[src/hw/rtl/frmp_pkg.sv]
`timescale 1ns / 1ps
`default_nettype none

package frmp_pkg;

   localparam int SAMPLES      = 10;
   localparam int TICK_W       = 32;
   localparam int INTERVAL_W   = 16;
   localparam int TARGET_W     = 10;
   localparam int DELAY_W      = 10;
   localparam int FPS_W        = 22;

   localparam int SLOT_W       = (SAMPLES > 1) ? $clog2(SAMPLES) : 1;
   localparam int FILL_W       = $clog2(SAMPLES + 1);
   localparam int SUM_W        = INTERVAL_W + FILL_W;

   localparam int FPS_SCALE    = 256000;
   localparam int NUM_W        = $clog2(FPS_SCALE * SAMPLES + 1);
   localparam int DIV_W        = (NUM_W > FPS_W) ? NUM_W : FPS_W;
   localparam int DIV_CNT_W    = $clog2(DIV_W + 1);

   localparam int FPS_MAX      = 4194303;
   localparam int FPS_DEFAULT  = 15360;
   localparam int PERIOD_NUM   = 1000;
   localparam int TARGET_RESET = 60;
   localparam int INTERVAL_MAX = 65535;

   typedef enum logic {
      OP_BEGIN = 1'b0,
      OP_END   = 1'b1
   } op_type;

   typedef enum logic [6:0] {
      ST_IDLE     = 7'b0000001,
      ST_SUM      = 7'b0000010,
      ST_FPS_GO   = 7'b0000100,
      ST_FPS_WAIT = 7'b0001000,
      ST_PER_GO   = 7'b0010000,
      ST_PER_WAIT = 7'b0100000,
      ST_OUT      = 7'b1000000
   } state_type;

endpackage

`default_nettype wire

[src/hw/rtl/frmp_if.sv]
`timescale 1ns / 1ps
`default_nettype none

interface frmp_req_if import frmp_pkg::*; ();
   logic              valid;
   logic              ready;
   logic              operation;
   logic [TICK_W-1:0] tick_ms;

   modport source (output valid, output operation, output tick_ms, input ready);
   modport sink   (input valid, input operation, input tick_ms, output ready);
endinterface

interface frmp_rsp_if import frmp_pkg::*; ();
   logic                  valid;
   logic                  ready;
   logic [FPS_W-1:0]      fps_q8;
   logic [INTERVAL_W-1:0] frame_time_ms;
   logic [DELAY_W-1:0]    delay_ms;

   modport source (output valid, output fps_q8, output frame_time_ms, output delay_ms,
                   input ready);
   modport sink   (input valid, input fps_q8, input frame_time_ms, input delay_ms,
                   output ready);
endinterface

interface frmp_csr_if import frmp_pkg::*; ();
   logic                valid;
   logic                ready;
   logic [TARGET_W-1:0] target_fps;

   modport source (output valid, output target_fps, input ready);
   modport sink   (input valid, input target_fps, output ready);
endinterface

`default_nettype wire

[src/hw/rtl/frmp_divider.sv]
`timescale 1ns / 1ps
`default_nettype none

module frmp_divider import frmp_pkg::*; (
   input  logic             clock,
   input  logic             reset,
   input  logic             start,
   input  logic [DIV_W-1:0] dividend,
   input  logic [DIV_W-1:0] divisor,
   output logic             done,
   output logic [DIV_W-1:0] quotient
);

   logic [DIV_W-1:0]     quot_ff, quot_in;
   logic [DIV_W-1:0]     rem_ff, rem_in;
   logic [DIV_W-1:0]     dvs_ff, dvs_in;
   logic [DIV_CNT_W-1:0] cnt_ff, cnt_in;
   logic                 busy_ff, busy_in;
   logic                 done_ff, done_in;
   logic [DIV_W:0]       rem_sh;
   logic [DIV_W+1:0]     diff;

   assign rem_sh = {rem_ff, quot_ff[DIV_W-1]};
   assign diff   = {1'b0, rem_sh} - {2'b00, dvs_ff};

   always_comb begin
      quot_in = quot_ff;
      rem_in  = rem_ff;
      dvs_in  = dvs_ff;
      cnt_in  = cnt_ff;
      busy_in = busy_ff;
      done_in = 1'b0;
      if (start) begin
         quot_in = dividend;
         rem_in  = '0;
         dvs_in  = divisor;
         cnt_in  = DIV_CNT_W'(DIV_W);
         busy_in = 1'b1;
      end else if (busy_ff) begin
         if (!diff[DIV_W+1]) begin
            rem_in  = diff[DIV_W-1:0];
            quot_in = {quot_ff[DIV_W-2:0], 1'b1};
         end else begin
            rem_in  = rem_sh[DIV_W-1:0];
            quot_in = {quot_ff[DIV_W-2:0], 1'b0};
         end
         cnt_in = cnt_ff - 1'b1;
         if (cnt_ff == DIV_CNT_W'(1)) begin
            busy_in = 1'b0;
            done_in = 1'b1;
         end
      end
   end

   always_ff @(posedge clock) begin
      quot_ff <= quot_in;
      rem_ff  <= rem_in;
      dvs_ff  <= dvs_in;
      cnt_ff  <= cnt_in;
      if (reset) begin
         busy_ff <= 1'b0;
         done_ff <= 1'b0;
      end else begin
         busy_ff <= busy_in;
         done_ff <= done_in;
      end
   end

   assign done     = done_ff;
   assign quotient = quot_ff;

endmodule

`default_nettype wire

[src/hw/rtl/frame_rate_meter_and_pacer_top.sv]
// Frame rate meter and pacer.
// The req_ch channel takes frame events: operation 0 marks a frame begin and
// records tick_ms as the frame start, operation 1 marks a frame end. A begin item
// is taken and gives no result. An end item gives one item on rsp_ch
// with the averaged rate as unsigned fixed point with 8 fraction bits, the saturated
// interval since the previous end, and the milliseconds still to wait to hold the
// target rate.
// The csr_ch channel writes target_fps and is always ready; write it while idle.
// An end item sums the stored intervals of the ring one by one, then makes two passes
// of one shared restoring divider, first for the rate and then for the frame period;
// each pass retires the 22 quotient bits. req_ch is not ready until an end item's
// result is in the output register, so the block takes no new item meanwhile.
// The result sits in an output register, so a stalled receiver holds the result
// and the block goes back to accept new items; only the next result then waits.
// Reset empties the interval ring, clears the previous-end and frame-start ticks
// and sets target_fps to 60.
`timescale 1ns / 1ps
`default_nettype none

module frame_rate_meter_and_pacer_top import frmp_pkg::*; (
   input  logic       clock,
   input  logic       reset,
   frmp_req_if.sink   req_ch,
   frmp_rsp_if.source rsp_ch,
   frmp_csr_if.sink   csr_ch
);

   state_type              state_ff, state_in;
   logic [INTERVAL_W-1:0]  ring_ff [SAMPLES];
   logic [SLOT_W-1:0]      slot_ff, slot_in;
   logic [FILL_W-1:0]      fill_ff, fill_in;
   logic [TICK_W-1:0]      prev_end_ff, prev_end_in;
   logic [TICK_W-1:0]      start_tick_ff, start_tick_in;
   logic                   seen_ff, seen_in;
   logic [TARGET_W-1:0]    target_ff;
   logic [SLOT_W-1:0]      idx_ff, idx_in;
   logic [SUM_W-1:0]       sum_ff, sum_in;
   logic [TICK_W-1:0]      elapsed_ff, elapsed_in;
   logic [INTERVAL_W-1:0]  interval_ff, interval_in;
   logic [FPS_W-1:0]       fps_ff, fps_in;
   logic [DELAY_W-1:0]     period_ff, period_in;
   logic                   rsp_valid_ff, rsp_valid_in;
   logic [FPS_W-1:0]       rsp_fps_ff, rsp_fps_in;
   logic [INTERVAL_W-1:0]  rsp_time_ff, rsp_time_in;
   logic [DELAY_W-1:0]     rsp_delay_ff, rsp_delay_in;

   logic                   req_fire;
   logic                   ring_we;
   logic [TICK_W-1:0]      end_diff;
   logic [INTERVAL_W-1:0]  new_interval;
   logic [TARGET_W-1:0]    target_div;
   logic                   div_start;
   logic                   div_done;
   logic [DIV_W-1:0]       div_dividend;
   logic [DIV_W-1:0]       div_divisor;
   logic [DIV_W-1:0]       div_quot;

   assign req_ch.ready = (state_ff == ST_IDLE);
   assign req_fire     = req_ch.valid && req_ch.ready;
   assign ring_we      = req_fire && (req_ch.operation == OP_END);
   assign csr_ch.ready = 1'b1;

   assign end_diff     = req_ch.tick_ms - prev_end_ff;
   assign new_interval = !seen_ff ? '0 :
                         (end_diff > TICK_W'(INTERVAL_MAX)) ? INTERVAL_W'(INTERVAL_MAX) :
                         end_diff[INTERVAL_W-1:0];
   assign target_div   = (target_ff == '0) ? TARGET_W'(1) : target_ff;

   always_comb begin
      div_start = (state_ff == ST_FPS_GO) || (state_ff == ST_PER_GO);
      if (state_ff == ST_PER_GO) begin
         div_dividend = DIV_W'(PERIOD_NUM);
         div_divisor  = DIV_W'(target_div);
      end else begin
         div_dividend = DIV_W'(FPS_SCALE) * DIV_W'(fill_ff);
         div_divisor  = DIV_W'(sum_ff);
      end
   end

   frmp_divider u_div (
      .clock    (clock),
      .reset    (reset),
      .start    (div_start),
      .dividend (div_dividend),
      .divisor  (div_divisor),
      .done     (div_done),
      .quotient (div_quot)
   );

   always_comb begin
      state_in      = state_ff;
      slot_in       = slot_ff;
      fill_in       = fill_ff;
      prev_end_in   = prev_end_ff;
      start_tick_in = start_tick_ff;
      seen_in       = seen_ff;
      idx_in        = idx_ff;
      sum_in        = sum_ff;
      elapsed_in    = elapsed_ff;
      interval_in   = interval_ff;
      fps_in        = fps_ff;
      period_in     = period_ff;
      rsp_valid_in  = rsp_valid_ff && !rsp_ch.ready;
      rsp_fps_in    = rsp_fps_ff;
      rsp_time_in   = rsp_time_ff;
      rsp_delay_in  = rsp_delay_ff;

      unique case (state_ff)
         ST_IDLE: begin
            if (req_fire) begin
               if (req_ch.operation == OP_END) begin
                  interval_in = new_interval;
                  elapsed_in  = req_ch.tick_ms - start_tick_ff;
                  prev_end_in = req_ch.tick_ms;
                  seen_in     = 1'b1;
                  slot_in     = (slot_ff == SLOT_W'(SAMPLES - 1)) ? '0 : slot_ff + 1'b1;
                  if (fill_ff != FILL_W'(SAMPLES)) begin
                     fill_in = fill_ff + 1'b1;
                  end
                  idx_in   = '0;
                  sum_in   = '0;
                  state_in = ST_SUM;
               end else begin
                  start_tick_in = req_ch.tick_ms;
               end
            end
         end
         ST_SUM: begin
            sum_in = sum_ff + SUM_W'(ring_ff[idx_ff]);
            idx_in = idx_ff + 1'b1;
            if (FILL_W'(idx_ff) + FILL_W'(1) == fill_ff) begin
               state_in = ST_FPS_GO;
            end
         end
         ST_FPS_GO: begin
            state_in = ST_FPS_WAIT;
         end
         ST_FPS_WAIT: begin
            if (div_done) begin
               if (sum_ff == '0) begin
                  fps_in = FPS_W'(FPS_DEFAULT);
               end else if (div_quot > DIV_W'(FPS_MAX)) begin
                  fps_in = FPS_W'(FPS_MAX);
               end else begin
                  fps_in = div_quot[FPS_W-1:0];
               end
               state_in = ST_PER_GO;
            end
         end
         ST_PER_GO: begin
            state_in = ST_PER_WAIT;
         end
         ST_PER_WAIT: begin
            if (div_done) begin
               period_in = div_quot[DELAY_W-1:0];
               state_in  = ST_OUT;
            end
         end
         ST_OUT: begin
            if (!rsp_valid_ff || rsp_ch.ready) begin
               rsp_valid_in = 1'b1;
               rsp_fps_in   = fps_ff;
               rsp_time_in  = interval_ff;
               if (TICK_W'(period_ff) > elapsed_ff) begin
                  rsp_delay_in = DELAY_W'(TICK_W'(period_ff) - elapsed_ff);
               end else begin
                  rsp_delay_in = '0;
               end
               state_in = ST_IDLE;
            end
         end
         default: begin
            state_in = ST_IDLE;
         end
      endcase
   end

   always_ff @(posedge clock) begin
      if (ring_we) begin
         ring_ff[slot_ff] <= new_interval;
      end
   end

   always_ff @(posedge clock) begin
      idx_ff       <= idx_in;
      sum_ff       <= sum_in;
      elapsed_ff   <= elapsed_in;
      interval_ff  <= interval_in;
      fps_ff       <= fps_in;
      period_ff    <= period_in;
      rsp_fps_ff   <= rsp_fps_in;
      rsp_time_ff  <= rsp_time_in;
      rsp_delay_ff <= rsp_delay_in;
      if (reset) begin
         state_ff      <= ST_IDLE;
         slot_ff       <= '0;
         fill_ff       <= '0;
         prev_end_ff   <= '0;
         start_tick_ff <= '0;
         seen_ff       <= 1'b0;
         target_ff     <= TARGET_W'(TARGET_RESET);
         rsp_valid_ff  <= 1'b0;
      end else begin
         state_ff      <= state_in;
         slot_ff       <= slot_in;
         fill_ff       <= fill_in;
         prev_end_ff   <= prev_end_in;
         start_tick_ff <= start_tick_in;
         seen_ff       <= seen_in;
         rsp_valid_ff  <= rsp_valid_in;
         if (csr_ch.valid && csr_ch.ready) begin
            target_ff <= csr_ch.target_fps;
         end
      end
   end

   assign rsp_ch.valid         = rsp_valid_ff;
   assign rsp_ch.fps_q8        = rsp_fps_ff;
   assign rsp_ch.frame_time_ms = rsp_time_ff;
   assign rsp_ch.delay_ms      = rsp_delay_ff;

endmodule

`default_nettype wire

[src/flat_wrapper.sv]
// flat-port wrapper written by rule: the top's interface ports become plain ports
module frame_rate_meter_and_pacer_top_flat import frmp_pkg::*;
  (clock, reset, req_ch_valid, req_ch_operation, req_ch_tick_ms, req_ch_ready, rsp_ch_valid, rsp_ch_fps_q8, rsp_ch_frame_time_ms, rsp_ch_delay_ms, rsp_ch_ready, csr_ch_valid, csr_ch_target_fps, csr_ch_ready);
  frmp_req_if req_ch_i ();
  frmp_rsp_if rsp_ch_i ();
  frmp_csr_if csr_ch_i ();
  input  logic clock;
  input  logic reset;
  input wire logic [$bits(req_ch_i.valid)-1:0] req_ch_valid;
  input wire logic [$bits(req_ch_i.operation)-1:0] req_ch_operation;
  input wire logic [$bits(req_ch_i.tick_ms)-1:0] req_ch_tick_ms;
  output wire logic [$bits(req_ch_i.ready)-1:0] req_ch_ready;
  output wire logic [$bits(rsp_ch_i.valid)-1:0] rsp_ch_valid;
  output wire logic [$bits(rsp_ch_i.fps_q8)-1:0] rsp_ch_fps_q8;
  output wire logic [$bits(rsp_ch_i.frame_time_ms)-1:0] rsp_ch_frame_time_ms;
  output wire logic [$bits(rsp_ch_i.delay_ms)-1:0] rsp_ch_delay_ms;
  input wire logic [$bits(rsp_ch_i.ready)-1:0] rsp_ch_ready;
  input wire logic [$bits(csr_ch_i.valid)-1:0] csr_ch_valid;
  input wire logic [$bits(csr_ch_i.target_fps)-1:0] csr_ch_target_fps;
  output wire logic [$bits(csr_ch_i.ready)-1:0] csr_ch_ready;
  assign req_ch_i.valid = req_ch_valid;
  assign req_ch_i.operation = req_ch_operation;
  assign req_ch_i.tick_ms = req_ch_tick_ms;
  assign req_ch_ready = req_ch_i.ready;
  assign rsp_ch_valid = rsp_ch_i.valid;
  assign rsp_ch_fps_q8 = rsp_ch_i.fps_q8;
  assign rsp_ch_frame_time_ms = rsp_ch_i.frame_time_ms;
  assign rsp_ch_delay_ms = rsp_ch_i.delay_ms;
  assign rsp_ch_i.ready = rsp_ch_ready;
  assign csr_ch_i.valid = csr_ch_valid;
  assign csr_ch_i.target_fps = csr_ch_target_fps;
  assign csr_ch_ready = csr_ch_i.ready;
  frame_rate_meter_and_pacer_top u_core (.clock(clock), .reset(reset), .req_ch(req_ch_i), .rsp_ch(rsp_ch_i), .csr_ch(csr_ch_i));
endmodule
[config.mk]
export PLATFORM = sky130hd
export DESIGN_NAME = frame_rate_meter_and_pacer_top_flat
export DESIGN_NICKNAME = d
export VERILOG_FILES = /design/src/hw/rtl/frmp_pkg.sv /design/src/hw/rtl/frmp_if.sv /design/src/hw/rtl/frmp_divider.sv /design/src/hw/rtl/frame_rate_meter_and_pacer_top.sv /design/src/flat_wrapper.sv
export SDC_FILE = /design/constraint.sdc
export NUM_CORES = 1
export LEC_CHECK = 0
export BUFFER_PORTS_ARGS = -buffer_cell sky130_fd_sc_hd__buf_2
export CORE_MARGIN = 5
export CORE_UTILIZATION = 55
export CTS_CLUSTER_SIZE = 24
export DETAILED_ROUTE_END_ITERATION = 7
export PLACE_DENSITY_LB_ADDON = 0.12
export SLEW_MARGIN = 10
export SYNTH_ARGS = -nofsm -noshare
export SYNTH_HDL_FRONTEND = slang
export SYNTH_SLANG_ARGS = --single-unit
export TNS_END_PERCENT = 1
[constraint.sdc]
create_clock -name clock -period 11.1 [get_ports clock]
set_input_delay 0.555 -clock clock [delete_from_list [all_inputs] [get_ports clock]]
set_output_delay 0.555 -clock clock [all_outputs]
set_load 0.01 [all_outputs]
### Yosys cells after proc, flatten, opt, wreduce, memory -nomap -nowiden

Memories as Yosys holds them, arrays and structs flattened. A register that Yosys moved wholly into a read port is not among the register bits.
Cells that the tools add are included.

* add/subtract/negate cells: 9
* multiply operators: 1
* order comparisons: 3
* equal/unequal tests: 17
* mux-type cells: 33
* bitwise logic cells: 2
* reductions and logical operators: 21

Operators with widths (count)
* $mux 22: 5
* $sub 32x32->32: 2
* $pmux 7 s7: 1
* $mux 7: 6
* $mux 20: 2
* $pmux 20 s2: 1
* $gt 10x32->1: 1
* $gt 32x16->1 const B: 1
* $mux 16: 2
* $sub 23x22->24: 1
* $gt 22x22->1 const B: 1
* $add 20x16->20: 1
* $logic_not 20->1: 1
* $mux 10: 2
* $mux 4: 4
* $add 4x1->4 const B: 3
* $mul 7x4->11 const A: 1
* $logic_not 10->1: 1
* $sub 10x10->10: 1
* $mux 1: 9
* $reduce_and 3->1: 3
* $ne 2x2->1 const B: 4
* $pmux 4 s2: 1
* $eq 7x1->1 const B: 1
* other kinds (22): 31

* register bits: 316
* RAM bits: 160
* bits of input ports: 48
* output and inout bits: 51
* logic and storage cells: 112
* memories kept: 1

Memories
* u_core.ring_ff: words 10, width 16, read ports 1, clocked after Yosys merged registers in 1, write ports 1, RTL line frame_rate_meter_and_pacer_top.sv:29 `logic [INTERVAL_W-1:0] ring_ff [SAMPLES];`

### Longest topological paths before layout

Gate-level depths: netlist (run 1).

* depth after elaboration: 5
* mapped depth: 17

### Modules after synthesis

Synthesis (run 1) repeated with hierarchy kept, for this count alone.

* cell total of the unflattened synthesis: 2165
* area, all modules: 24445.9 sq um

Modules (own cells, without submodules)
* frame_rate_meter_and_pacer_top: instances 1, cells an instance 1753, area each 20259.4 sq um, sequential area each 11270.8 sq um
* frmp_divider: instances 1, cells an instance 412, area each 4186.5 sq um, sequential area each 1901.8 sq um

### Worst setup path before layout (run 1)

OpenSTA, ideal clock, no wires.

* path kind: flip-flop to flip-flop
* start: register with a tool-made name
* end: register u_core.sum_ff[17], data pin
* arrival time: 4.439 ns
* data required time: 10.834 ns
* slack: 6.395 ns
* stages on the path, launching flop included: 16
* cells stage by stage: dfxtp_1 -> buf_1 -> buf_1 -> mux4_2 -> a211oi_1 -> a21oi_1 -> ha_1 -> o21a_1 -> a2111oi_1 -> o31ai_1 -> o41ai_2 -> o21ai_0 -> o41ai_1 -> nor2b_1 -> xnor2_1 -> nor2_1

RTL lines
* end signal: assignment: RTL line frame_rate_meter_and_pacer_top.sv:186 `sum_ff <= sum_in;`
* end: declaration: RTL line frame_rate_meter_and_pacer_top.sv:37 `logic [SUM_W-1:0] sum_ff, sum_in;`

==> results of run 1 <==
final timing paths:
check,to
max,u_core.sum_ff[17]
min reg2reg,u_core.rsp_ch.fps_q8[21]
max reg2reg,u_core.sum_ff[17]
min,u_core.target_ff[8]
critical path, delay by kind of cell, from the launching register on:
kind,cells,cell delay (ps)
adders and majority gates,1,300
muxes,2,850
xor gates and xnor gates,1,150
and+or+nand+nor,2,180
AOI/OAI and AO/OA,7,2440
DFF,1,310
buffers and inverters,2,770
logic make-up after synthesis:
kind of cell / after synthesis / synth area share
buffers and inverters: 224 / 0.0362
other: 1 / 0.000157
XOR/XNOR: 97 / 0.0355
adder cells (fa/ha/maj): 139 / 0.0765
flip-flops: 478 / 0.549
multiplexers: 77 / 0.0495
AO/OA/AOI/OAI: 501 / 0.131
AND/OR/NAND/NOR: 611 / 0.122
stage by stage:
step | total power [mW] | cells | hold slack [ps]
2_1_floorplan | 2.52 | 2128 | 400
3_3_place_gp | 2.68 | 2753 | 404
3_5_place_dp | 2.69 | 2753 | 405
4_1_cts | 4.33 | 2843 | 173
5_1_grt | 4.48 | 2843 | 198
6_report | 4.29 | 2843 | 202
synth_stat cells, drive strengths merged, types with 30 or more instances:
cell and count:
a21o 37, xor2 46, ha 127, nand3 30, o21ai 95, xnor2 51, nand2 223, mux2i 35
mux4 32, nor2 137, a21oi 191, inv 147, nor2b 61, edfxtp 354, dfxtp 124, clkbuf 56
a211oi 32
registers in the layout (all words and copies together) (netlist names), 20 cells and up, named ones only:
name / cells
u_core.ring_ff: 160
u_core.elapsed_ff: 32
u_core.prev_end_ff: 32
u_core.start_tick_ff: 32
u_core.fps_ff: 22
u_core.rsp_ch.fps_q8: 22
u_core.u_div.quotient: 22
u_core.u_div.rem_ff: 22
u_core.sum_ff: 20
u_core.u_div.dvs_ff: 20
power by group through the flow:
stage                     clock network [mW]  logic, mW  registers [mW]
after global routing                    1.75      0.710            2.03
after detailed placement                   0      0.632            2.06
after CTS                               1.67      0.638            2.02
final                                   1.63      0.639            2.02
after global placement                     0      0.620            2.06
after floorplan                            0      0.482            2.04
routing by layer:
layer / vias up / global-route usage / part of all wire
met5: - / 0 / 0
met4: 0 / 0.0666 / 0.028
met3: 85 / 0.0454 / 0.062
met2: 447 / 0.361 / 0.46
met1: 7769 / 0.309 / 0.44
li1: 7931 / - / -
cell type report:
type | count | area [µm²] | share of cell area
Sequential cell | 478 | 13100 | 0.493
Multi-Input combinational cell | 1426 | 9990 | 0.375
Clock buffer | 61 | 1290 | 0.0485
Tap cell | 585 | 732 | 0.0275
Timing Repair Buffer | 116 | 631 | 0.0237
Inverter | 148 | 557 | 0.0209
Clock inverter | 29 | 309 | 0.0116
==> results.toml, run 1 <==
[power_and_ir_drop]
internal-power_mw = 3.17
swShare = 0.263
ir_worst_vdd_uv = 115
p_leak_nw = 9.86
seqPwrFrac = 0.471
p_comb_frac = 0.149
p_per_area_mw_per_mm2 = 161
p_switching_mw = 1.13
p_clk_frac = 0.381

[min_path]
worstHoldPathCells = 3
min_path_type = "in -> reg"
hold_start = "csr_ch_target_fps[8]"

[finish]
final_common_cell = "edfxtp_1"
final_area_mm2 = 0.0266
layout-drive-gt1-share = 0.120
syn_to_final_growth_pct = 11.4
num-nets-final = 2406
final_core_util = 0.618
n_antenna_cell = 0
layout_common_cells = "edfxtp_1, nand2_1, a21oi_1, inv_1, nor2_1"
fill_cells = 3458

[logic_synthesis]
yosys-top-cells-area = "edfxtp_1, dfxtp_1, ha_1, a21oi_1, nand2_1"
synth_top_cell_by_area = "edfxtp_1"
synth_cells = 2128
ys_seq_area_frac = 0.549
synthFlopType = "edfxtp_1"
syn-cell-area_mm2 = 0.0239
async_flop_share = 0
synth_cell_type_count = 84
synth-seq-cells = 478
synth_fp_nets = 2315
ys.warnings.count = 0
synth_top_area_share = 0.445
synth.avg_cell_area_um2 = 11.2
synth_edf_count = 354

[setup_path]
cp.arrival_ps = 5640
path_cells = "buf_4, mux4_2, mux2_2, o21ai_0, inv_1, ha_1, a211o_1, a2111oi_1, o31ai_1, o41ai_2, o21ai_0, o41ai_1, nor2b_1, xnor2_1, nor2_1"
worstSetupEndpointType = "flop"
crit_path_top_delay_cell = "buf_4"
cp_slowest_stage_delay_ps = 690
worst_setup_path_start_kind = "flop"
critical_path_class = "reg -> reg"
rr_worst_depth = 15
crit_fanout = 48
cp.required_ps = 11400
rrSetupSlack_ps = 5760
cpMostUsedCell = "o21ai_0"

[sta]
relSlewSlack = 0.204
period_needed_ps = 5340
skew_ps = 20.6
worst_pin_slew_ps = 1190
fin_tns_setup_ps = 0
rsz0062_at_grt = "false"
finalSetupViolations = 0
period_share = 0.481
finalHoldViolCount = 0
setup_ws_ps = 5760
fmax_mhz = 187
drv_slew = 0

[clock_network]
clock_path_buffers = 3
clk_pin_slew_worst_paths_ps = 60
cts-resized-gates = 0
cts_tree = "built"
cts_buffers = 49
htree_levels = 2
postCtsHoldBufs = 0
cts_root_buffer = "clkbuf_16"
clock_sinks = 478
cts_setup_buffers = 0
clock_latency_ps = 600

[routing]
ant_nets = 0
route.vias.total = 16200
dr.pass1.iters = 7
drt_iter0_drc = 1121
viasPerCell = 5.71
drc = 0
wl_per_cell_um = 19.0
drt-total-wl_mm = 53.9

[global_routing]
track_usage = 0.224
overflow = 0
grt_pass1_wl_mm = 84.4
grt_max_degree = 94
first_global_vias = 15500
grt_antenna_before_repair = 1

[placed_design]
gp_congestion = 0.863
dp_hpwl_mm = 36.4
post-place-ws_ps = 5810
place_area_mm2 = 0.0250
io_buffers = 97

[die]
die_y_um = 218
fp.coreArea_mm2 = 0.0431
initial_utilization = 0.555
row_count = 76
dieArea_mm2 = 0.0477
io_pins = 99
die_w_um = 218

[run]
cap_violations = 0

[outcome]
status = "completed"
No activity file was read; power rests on OpenSTA's default activity.
==> run 2, diff against run 1 <==
- clock period: 11.1 -> 5.23 ns (I/O delays scaled with it)
==> run 2 against run 1 <==
First-iteration DRC count grew 9.6%. Routed wire length shrank 1.1%. Via count grew 1.9%. Critical endpoint unchanged. Cell count grew 2.1%. Critical path type unchanged. Sequential share of layout area shrank 1.1 points. Final area grew 2.2%.
==> results.toml, run 2 (synthesis gave the netlist of run 1 again) <==
[finish]
n_antenna_cell = 0
layout-drive-gt1-share = 0.124
final_core_util = 0.632
layout_common_cells = "edfxtp_1, nand2_1, a21oi_1, inv_1, nor2_1"
largest_register_ffs = 160
final_common_cell = "edfxtp_1"
final_area_mm2 = 0.0272
num-nets-final = 2465
top_register = "u_core.ring_ff"
syn_to_final_growth_pct = 13.8

[die]
fp.coreArea_mm2 = 0.0431
io_pins = 99
die_w_um = 218
initial_utilization = 0.555
row_count = 76
dieArea_mm2 = 0.0477
die_y_um = 218

[clock_network]
cts_setup_buffers = 0
cts_buffers = 50
clock_sinks = 478
clk_pin_slew_worst_paths_ps = 60
clock_latency_ps = 590
cts_tree = "built"
clock_path_buffers = 3
htree_levels = 2
cts_root_buffer = "clkbuf_16"

[min_path]
min_path_type = "in -> reg"

[routing]
drc = 0
ant_nets = 0
viasPerCell = 5.70
route.vias.total = 16500
dr.pass1.iters = 6
drt-total-wl_mm = 53.3
wl_per_cell_um = 18.4
drt_iter0_drc = 1229

[setup_path]
critical_path_class = "reg -> reg"
cp_slowest_stage_delay_ps = 570
path_cells = "buf_4, mux4_2, nor2b_1, a211oi_1, a21oi_1, ha_1, o21a_1, a2111oi_2, o31ai_1, o41ai_2, o21ai_0, o41ai_1, nor2b_1, xnor2_1, nor2_1"
cp.arrival_ps = 5040
critical_path_buf_inv_count = 1
worstSetupEndpointType = "flop"
cp.required_ps = 5520
crit_fanout = 12
cpMostUsedCell = "nor2b_1"
crit_family = "compound AO/OA/AOI/OAI gates"
worst_setup_path_start_kind = "flop"
crit_path_top_delay_cell = "dfxtp_2"

[sta]
finalHoldViolCount = 0
finalSetupViolations = 0
rsz0062_at_grt = "false"
fin_tns_setup_ps = 0
worst_pin_slew_ps = 1160
relSlewSlack = 0.223
drv_slew = 0
period_share = 0.908
skew_ps = 21.6
period_needed_ps = 4750
fmax_mhz = 211

[global_routing]
grt_pass1_wl_mm = 85.6
first_global_vias = 16000
track_usage = 0.224
grt_max_degree = 91
grt_antenna_before_repair = 0
overflow = 0

[power_and_ir_drop]
p_per_area_mw_per_mm2 = 338
finalPower_mw = 9.20
ir_worst_vdd_uv = 353
p_leak_nw = 10.2

[placed_design]
gp_congestion = 0.883
place_area_mm2 = 0.0251
dp_hpwl_mm = 36.3
io_buffers = 97

[run]
cap_violations = 0

[outcome]
status = "completed"
==> run 2: final timing paths <==
kind / startpoint / endpoint / slack [ps] / cells after the start
setup / recovery: flop / u_core.sum_ff[17] / 480 / 15
hold / removal: rsp_ch_ready / u_core.state_ff[6] / 70 / 4
hold reg to reg: u_core.fps_ff[2] / u_core.rsp_ch.fps_q8[2] / 420 / 0
setup reg to reg: flop / u_core.sum_ff[17] / 480 / 15
==> run 2: what timing repair did <==
| item | CTS | global route |
|---|---|---|
| gates resized for setup | 0 | 1 |
| endpoints found under the setup margin | 0 | 1 |
| hold buffers | 45 | 0 |
| hold endpoints to repair | 75 | 0 |
==> run 2: through the flow <==
stage,setup WS [ps],hold slack (ps),instances
2_1_floorplan,525,384,2128
3_3_place_gp,533,403,2766
3_5_place_dp,485,405,2766
4_1_cts,436,27.4,2903
5_1_grt,120,91.5,2903
6_report,482,73.8,2903
==> run 2: layout make-up <==
class,instances,area [µm²]
inverter,148,557
multi-input combinational,1426,9970
clock buffer,73,1480
sequential,478,13100
fill,3433,15900
timing repair buffer,174,1180
tap,585,732
clock inverter,19,175
==> run 2: report_power, final <==
part,leakage [nW],internal (mW),switching (mW),total (mW)
Combinational,5.10,0.569,0.802,1.37
Clock,0.817,2.07,1.46,3.53
Sequential,4.25,4.21,0.0918,4.30
Total,10.2,6.84,2.36,9.20
==> run 2: layer usage <==
| layer | share of wire | track usage | up-vias |
|---|---|---|---|
| met2 | 0.45 | 0.352 | 464 |
| met3 | 0.053 | 0.0332 | 101 |
| met5 | 0 | 0 | - |
| met4 | 0.028 | 0.0685 | 0 |
| li1 | - | - | 8033 |
| met1 | 0.47 | 0.325 | 7950 |
==> run 2: tightest hold or removal path: cells and delay by family <==
kind	cells	cell delay (ps)
buf+inv	1	70
simple gates	2	210
compound gates	1	60
==> run 3, diff against run 2 <==
- ABC_AREA: not set -> 1
==> run 3 against run 2 <==
Non-clock buffer count is 39 lower. Synthesized cell count is 29% higher. Routed wire length is 11% higher. Sequential power is 10% higher. Combinational power is 140% higher. Die area is 5.0% higher. Critical path depth is 2 lower. Worst hold slack worse by 43 ps. Clock skew is 9.0 ps lower. Flip-flop and latch count stayed put. Via count is 14% higher. Global-route usage is 1.1 points higher. Critical endpoint is now u_core.sum_ff[19]. Largest power group unchanged.
==> results.toml, run 3 <==
[sta]
finalHoldViolCount = 0
finalSetupViolations = 0
rsz0062_at_grt = "false"
drv_slew = 0
relSlewSlack = 0.207
period_needed_ps = 3760
worst_pin_slew_ps = 1190
period_share = 0.719
fin_tns_setup_ps = 0
fmax_mhz = 266
skew_ps = 12.6

[setup_path]
cp.arrival_ps = 4110
path_cells = "buf_12, mux2i_1, o21ai_0, o211ai_1, o21ai_0, ha_1, nand2_1, nor4_1, nand4_1, nand3_1, and3_1, a21oi_1, o21a_1"
critical_path_class = "reg -> reg"
worst_setup_path_start_kind = "flop"
crit_fanout = 68
cp.required_ps = 5580
worstSetupEndpointType = "flop"
crit_path_top_delay_cell = "dfxtp_4"
cp_slowest_stage_delay_ps = 720
cpMostUsedCell = "o21ai_0"

[die]
fp.coreArea_mm2 = 0.0453
die_y_um = 224
io_pins = 99
initial_utilization = 0.555
row_count = 78
die_w_um = 224
dieArea_mm2 = 0.0501

[placed_design]
gp_congestion = 0.923
dp_hpwl_mm = 42.2
io_buffers = 97

[logic_synthesis]
synth_cells = 2749
synth_cell_type_count = 56
synth_top_area_share = 0.423
yosys-top-cells-area = "edfxtp_1, dfxtp_1, nand2_1, inv_1, ha_1"
synth.avg_cell_area_um2 = 9.15
synth-adder-area-share = 0.0727
synth_top_family_by_area = "simple AND/OR/NAND/NOR gates"
async_flop_share = 0
synthSimpleGateAreaFrac = 0.156
ys_seq_area_frac = 0.521
synth_top_cell_by_area = "edfxtp_1"
syn-cell-area_mm2 = 0.0252
synthFlopType = "edfxtp_1"
synthXorXnorAreaFrac = 0.0244
synth_edf_count = 354
synth.most_common_cell = "nand2_1"
synth_top_cells_by_count = "nand2_1, inv_1, edfxtp_1"
synth_compound_area_frac = 0.127
synth_fp_nets = 2936
muxShareOfSynthArea = 0.0187
synth-seq-cells = 478
ys.warnings.count = 0

[finish]
num-nets-final = 3054
layout_common_cells = "nand2_1, inv_1, edfxtp_1, a21oi_1, o21ai_0"
final-seq-area_mm2 = 0.0131
n_antenna_cell = 0
largest_register_ffs = 160
fill_cells = 3860
layout-drive-gt1-share = 0.0900
syn_to_final_growth_pct = 11.8
final_common_cell = "nand2_1"
top_register = "u_core.ring_ff"
multi_input_area_mm2 = 0.0101

[power_and_ir_drop]
ir_worst_vdd_uv = 321
p_leak_nw = 12.1
p_per_area_mw_per_mm2 = 414
finalPower_mw = 11.6

[clock_network]
htree_levels = 2
postCtsHoldBufs = 20
cts_buffers = 52
cts_setup_buffers = 0
clock_latency_ps = 600
clock_sinks = 478
clock_path_buffers = 3
cts_root_buffer = "clkbuf_16"
cts-resized-gates = 0
clk_pin_slew_worst_paths_ps = 60
cts_tree = "built"

[routing]
drc = 0
drt-total-wl_mm = 59.2
ant_nets = 0
wl_per_cell_um = 16.9
drt_iter0_drc = 1495
viasPerCell = 5.38
route.vias.total = 18900
dr.pass1.iters = 6

[outcome]
status = "completed"

[global_routing]
grt_pass1_wl_mm = 95.4
grt_antenna_before_repair = 0
overflow = 0
grt_max_degree = 69
track_usage = 0.235
busiest_layer = "met2"
first_global_vias = 18100
met3_usage = 0.0355
met1_usage = 0.339
use_met2 = 0.377

[min_path]
hold_start = "req_ch_tick_ms[30]"
min_path_type = "in -> reg"

[run]
cap_violations = 0
run 3: changes by cell type after synthesis, moves of 20 or more:
cell,before,now
nand2_1,223,546
nand3_1,30,73
o21ai_0,92,235
nand4_1,13,34
xnor2_1,51,31
o211ai_1,16,42
a211oi_1,32,1
inv_1,147,439
a21oi_1,190,241
nor2b_1,61,0
nor2_1,137,160
a21o_1,37,15
mux4_2,32,0
run 3: metal layers:
layer | vias up | routed length, µm
met3 | 94 | 2980
met1 | 8932 | 28100
met4 | 0 | 1340
li1 | 9460 | -
met2 | 420 | 26800
met5 | - | 0
run 3: stage by stage:
step,util,cell area [µm²],worst slack [ps],cells,hold WS (ps)
after global routing,0.621,28100,1040,3511,37.1
final,0.621,28100,1470,3511,31.3
after detailed placement,0.579,26200,1460,3393,405
after global placement,0.579,26200,1600,3393,402
after CTS,0.621,28100,1450,3511,2.72
after floorplan,-,25200,1750,2749,340
run 3: logic make-up after synthesis:
family | Yosys count
adder cells (fa/ha/maj) | 139
XOR/XNOR | 70
flip-flops | 478
AND/OR/NAND/NOR | 908
multiplexers | 47
other | 1
AO/OA/AOI/OAI | 586
buffers and inverters | 520
run 3: final timing paths:
path	end	slack, ps	cells after the start
worst max-delay path	u_core.sum_ff[19]	1470	13
worst min-delay path	u_core.start_tick_ff[30]	30	3
worst max register to register	u_core.sum_ff[19]	1470	13
worst min register to register	u_core.rsp_ch.frame_time_ms[5]	420	0
run 3: cell type report:
type	instances	area share
Sequential cell	478	0.466
Multi-Input combinational cell	1751	0.357
Inverter	449	0.0599
Clock buffer	69	0.0503
Timing Repair Buffer	135	0.0296
Tap cell	600	0.0267
Clock inverter	29	0.00974
run 3: power by group:
| group | switching, mW | leakage, nW | internal [mW] |
|---|---|---|---|
| logic | 2.21 | 7.05 | 1.11 |
| clock network | 1.53 | 0.810 | 2.07 |
| registers | 0.190 | 4.26 | 4.54 |
| total | 3.93 | 12.1 | 7.71 |
run 3: worst max-delay path: cells and delay by family, from the launching register on:
family,cells,cell delay [ps]
mux,1,240
fa+ha+maj,1,410
simple gates,5,970
buf+inv,1,360
flops,1,720
compound gates,5,730
